[src/rtl/fmc_pkg.sv]
`timescale 1ns / 1ps
// ----------------------------------------------------------------------------
// fmc_pkg
// Shared widths, command and reply codes, and the control structs that pass
// between the lock manager's submodules.
// ----------------------------------------------------------------------------
package fmc_pkg;

  // field widths
  localparam int ID_W   = 8;
  localparam int FUNC_W = 3;
  localparam int KIND_W = 2;
  localparam int CNT_W  = 16;

  // slot table and queue depth follow the id width
  localparam int SLOTS  = 2 ** ID_W;
  localparam int FILL_W = ID_W + 1;

  // two-level search over the slot bitmap
  localparam int LO_W   = ID_W / 2;
  localparam int HI_W   = ID_W - LO_W;
  localparam int GRP_SZ = 2 ** LO_W;
  localparam int GRPS   = 2 ** HI_W;

  // command codes
  localparam logic [FUNC_W-1:0] FN_REGISTER   = 3'd0;
  localparam logic [FUNC_W-1:0] FN_REQUEST    = 3'd1;
  localparam logic [FUNC_W-1:0] FN_RELEASE    = 3'd2;
  localparam logic [FUNC_W-1:0] FN_UNREGISTER = 3'd3;
  localparam logic [FUNC_W-1:0] FN_QUERY      = 3'd4;

  // reply codes
  localparam logic [KIND_W-1:0] KIND_ASSIGNED = 2'd0;
  localparam logic [KIND_W-1:0] KIND_DENY     = 2'd1;
  localparam logic [KIND_W-1:0] KIND_GRANT    = 2'd2;
  localparam logic [KIND_W-1:0] KIND_COUNT    = 2'd3;

  // slot bitmap control
  typedef struct packed {
    logic            alloc;
    logic            free;
    logic [ID_W-1:0] id;
  } slot_cmd_t;

  typedef struct packed {
    logic            any_free;
    logic [ID_W-1:0] free_id;
    logic            in_use;
  } slot_sts_t;

  // release count control
  typedef struct packed {
    logic            inc;
    logic            clr;
    logic [ID_W-1:0] addr;
  } cnt_cmd_t;

  // waiting queue control
  typedef struct packed {
    logic            push;
    logic            pop;
    logic [ID_W-1:0] id;
  } q_cmd_t;

  typedef struct packed {
    logic            empty;
    logic            full;
    logic [ID_W-1:0] head_id;
  } q_sts_t;

endpackage

[src/rtl/fmc_count_store.sv]
`timescale 1ns / 1ps
// ----------------------------------------------------------------------------
// fmc_count_store
// Per-slot saturating release counts: a memory read at item acceptance and
// written back on each increment, with per-entry valid bits standing for zero.
// ----------------------------------------------------------------------------
module fmc_count_store (
  input  logic                      clk,
  input  logic                      rst_n,
  input  logic                      rd_en,
  input  logic [fmc_pkg::ID_W-1:0]  rd_addr,
  input  fmc_pkg::cnt_cmd_t         cmd,
  output logic [fmc_pkg::CNT_W-1:0] count
);

  logic [fmc_pkg::CNT_W-1:0] mem [fmc_pkg::SLOTS];
  logic [fmc_pkg::SLOTS-1:0] vld_r;
  logic [fmc_pkg::CNT_W-1:0] rd_data_r;
  logic                      byp_r;
  logic [fmc_pkg::CNT_W-1:0] byp_data_r;
  logic [fmc_pkg::CNT_W-1:0] cnt_new;

  // current count of the addressed slot, forwarding the last write
  always_comb begin
    if (!vld_r[cmd.addr]) begin
      count = '0;
    end else if (byp_r) begin
      count = byp_data_r;
    end else begin
      count = rd_data_r;
    end
  end

  // saturating increment
  assign cnt_new = (count == '1) ? count : count + 1'b1;

  // memory port and read register
  always_ff @(posedge clk) begin
    if (cmd.inc) begin
      mem[cmd.addr] <= cnt_new;
    end
    if (rd_en) begin
      rd_data_r  <= mem[rd_addr];
      byp_r      <= cmd.inc && (cmd.addr == rd_addr);
      byp_data_r <= cnt_new;
    end
  end

  // valid bits: a slot not written since reset or unregister reads as zero
  always_ff @(posedge clk) begin
    if (!rst_n) begin
      vld_r <= '0;
    end else if (cmd.inc) begin
      vld_r[cmd.addr] <= 1'b1;
    end else if (cmd.clr) begin
      vld_r[cmd.addr] <= 1'b0;
    end
  end

endmodule

[config.mk]
export PLATFORM = sky130hd
export DESIGN_NAME = fmc_count_store
export DESIGN_NICKNAME = d
export VERILOG_FILES = /design/src/rtl/fmc_pkg.sv /design/src/rtl/fmc_count_store.sv
export SDC_FILE = /design/constraint.sdc
export NUM_CORES = 2
export LEC_CHECK = 0
export BUFFER_PORTS_ARGS = -buffer_cell sky130_fd_sc_hd__buf_2
export CELL_PAD_IN_SITES_DETAIL_PLACEMENT = 1
export CELL_PAD_IN_SITES_GLOBAL_PLACEMENT = 1
export CORE_ASPECT_RATIO = 0.75
export CORE_MARGIN = 1.5
export CORE_UTILIZATION = 35
export CTS_BUF_LIST = sky130_fd_sc_hd__clkbuf_8
export DETAILED_ROUTE_END_ITERATION = 8
export PLACE_DENSITY_LB_ADDON = 0.1
export SLEW_MARGIN = 10
export SYNTH_ARGS = -nofsm -noshare
export SYNTH_HDL_FRONTEND = slang
export SYNTH_SLANG_ARGS = --single-unit
[constraint.sdc]
create_clock -name clk -period 21.2 [get_ports clk]
set_clock_uncertainty 0.15 [all_clocks]
set_input_delay 3.18 -clock clk [delete_from_list [all_inputs] [get_ports clk]]
set_output_delay 3.18 -clock clk [all_outputs]
set_load 0.1 [all_outputs]
==> impl_results.md <==
* CP arrival at 7.69 ns
* Synth cell types at 50
* Lkg Pwr at 60.1 nW
* CTS Hold Bufs at 0
* Cells after DPL at 13.6k
* Area leader, netlist: edfxtp_1
* Final Non-Filler Cells at 14.9k
* Critical Path Start Type: input pin
* Clk sink count at 4385
* CP Class: in2out
* Layout cells sized above 1 at 0.329
* Syn_nets at 7328
* Die width at 807 microns
* Drt pass-1 iters at 7
* Register area share after synthesis at 0.762
* Met1 Wirelength at 247 mm
* Worst-Margin Slew at 1.27 ns
* H-tree depth at 6
* Worst setup margin at 10.18 ns
* Final Hold Vio Count at 0
* Drt wl/cell at 36.4 microns
* Place WS at 10.05 ns
* NetSw at 4.28 mW
* Initial antenna violation count at 69
* Total of max-cap violations at 0
* Power Total at 17.5 mW
* Cell Area, Synth at 170000 sq um
* Via count at 82.7k
* # resized after CTS at 0
* Final Critical Period at 11.02 ns
* GRT overflow at 0
* Comb pwr share at 0.062
* Fin util at 0.398
* Setup TNS Final at 0 ns
* Most used DFF post-synth: edfxtp_1
* Top post-synthesis cells by area: edfxtp_1 73%, mux4_2 19%, dfxtp_1 3.0%, o21a_1 2.3%, nor2_1 0.64%
* RSZ-0062 raised after global routing: false
* Root buffer cell: clkbuf_8
* Initial Utilization at 0.351
* Post-synth top cells: 4129 x edfxtp_1, 1422 x mux4_2, 512 x o21a_1, 290 x nor2_1, 272 x clkbuf_1
* Required @ worst endpoint at 17.87 ns
* Area grow syn2layout at 13.5%
* Routability congestion estimate at 0.819
* Total track usage at 0.220
* # rows at 221
* DR vias/cell at 5.55
* # DRC at 0
* CTS buffer count at 709
* Final #Nets at 7892
* Post-route cell area at 192000 sq um
* Largest net degree at the start of global routing at 194
* Total Routed Length at 542 mm
* Worst-path fanout max at 26
* Count leader, synth: edfxtp_1
* Net Sw Frac at 0.245
* Top cell type's share of synthesized area at 0.731
* Worst skew pair latency at 1.31 ns
* Final worst-path cycle share at 0.520
* Tightest Hold Check Type: reg2reg
* Max Freq at 90.7 MHz
* Die ar. at 489000 sq um
* First-pass GRT wire length at 742 mm
* Crit path capture type: output pin
* #FFs+latches synth at 4385
* Final ANT Viol Nets at 0
* Initial DRC Count at 8753
* WL met3 at 32.9 mm
* Share of total power in the clock network at 0.386
* Max Root-Sink Buffers at 4
* Mapped Cells at 7306
* Fillers at 45.2k
* DP Area at 180000 sq um
* Avg Inst Size Synth at 23.2 sq um
* Slew headroom at 0.149
* Max-slew violation count at 0
* WHS at 0.408 ns
* Status: finished clean
* Vias in the first global route at 87.0k
* PwrDens at 90.8 nW/um^2
* Final Setup Violations at 0
* Sequential power share at 0.551
* # port buffers at 36
* Synth warn at 0
* Post-synth EDFFs at 4129
* Met2 WL at 248 mm
* Uppermost routed layer: met5
* Synth async-reset ratio at 0
* TritonCTS clock tree: yes
* IO Count at 37
* Clock-pin slew of the registers on the worst-case setup and hold paths at 0.05 ns
* Die Height at 606 microns
* Post-CTS Setup Bufs at 0
* Pint at 13.2 mW
* Hpwl dp at 303 mm
* CORE AREA at 483000 sq um
* Peak VDD IR at 0.0654 mV
-- cells in the final DEF, fill, tap and decap left out, types with 11 or more instances in the layout --
master and instances:
mux2i_1 32, buf_2 26, inv_8 12, diode_2 19, clkbuf_8 723, inv_6 12
buf_4 258, nand3_1 20, clkinv_8 11, clkinvlp_4 18, o21a_1 512, nor2_1 107
clkinv_1 178, nand2_1 40, nand2_4 12, mux4_2 1422, edfxtp_1 4129, dfxtp_1 256
nor2_4 183, inv_1 259, nor2b_1 13, clkinv_2 47
-- power by group through the flow --
stage	Clock [mW]	Sequential (mW)	Combinational [mW]
after floorplan	0	9.89	0.610
after global placement	0	9.81	1.08
after detailed placement	0	9.81	1.11
after CTS	6.94	9.63	1.11
after global routing	7.28	9.63	1.15
final	6.75	9.63	1.09
-- critical path, cell delays in order --
cell	delay, ns
buf_2	0.49
clkinv_1	0.83
mux2i_1	0.29
mux2i_1	0.17
a2111oi_0	0.15
o311ai_1	0.81
o21ai_4	0.16
buf_4	0.35
nor2_1	0.66
buf_2	0.56
-- cell type report --
cell class              instances  area (sq um)  share of cell area
diodes                         19          47.5            0.000247
clock buffers                 723          9950              0.0517
clock inverters               539          2610              0.0136
inverters                       7          26.3            0.000137
multi-input cells            2466         40200               0.209
flip-flops and latches       4385        129000               0.671
well taps                    6467          8090              0.0421
repair buffers                301          2380              0.0124
-- sequential cells by signal (all words and copies together), names as in the netlist, named ones only --
| name | flops |
|---|---|
| byp_r | 1 |
| mem | 4096 |
| byp_data_r | 16 |
| rd_data_r | 16 |
-- per-layer routing --
layer / vias up / global-route usage
met3: 777 / 0.0378
met2: 2829 / 0.338
li1: 32516 / -
met1: 46562 / 0.328
met4: 26 / 0.0545
met5: - / 0
-- final timing paths --
kind	slack, ns	cells past startpoint	startpoint	to
setup / recovery	10.18	10	cmd[5]	count[4]
hold / removal	0.41	2	register	register
setup reg to reg	14.31	17	register	mem[181][4]
hold reg to reg	0.41	2	register	register
-- kinds of logic after synthesis --
logic type / Yosys count / share of synthesized area
xor+xnor: 18 / 0.000930
flops: 4385 / 0.762
buf+inv: 455 / 0.0108
compound gates: 560 / 0.0247
fa+ha+maj: 1 / 0.0000738
simple gates: 425 / 0.0105
mux: 1462 / 0.191
Note: power is estimated with default switching activity, not from simulation.
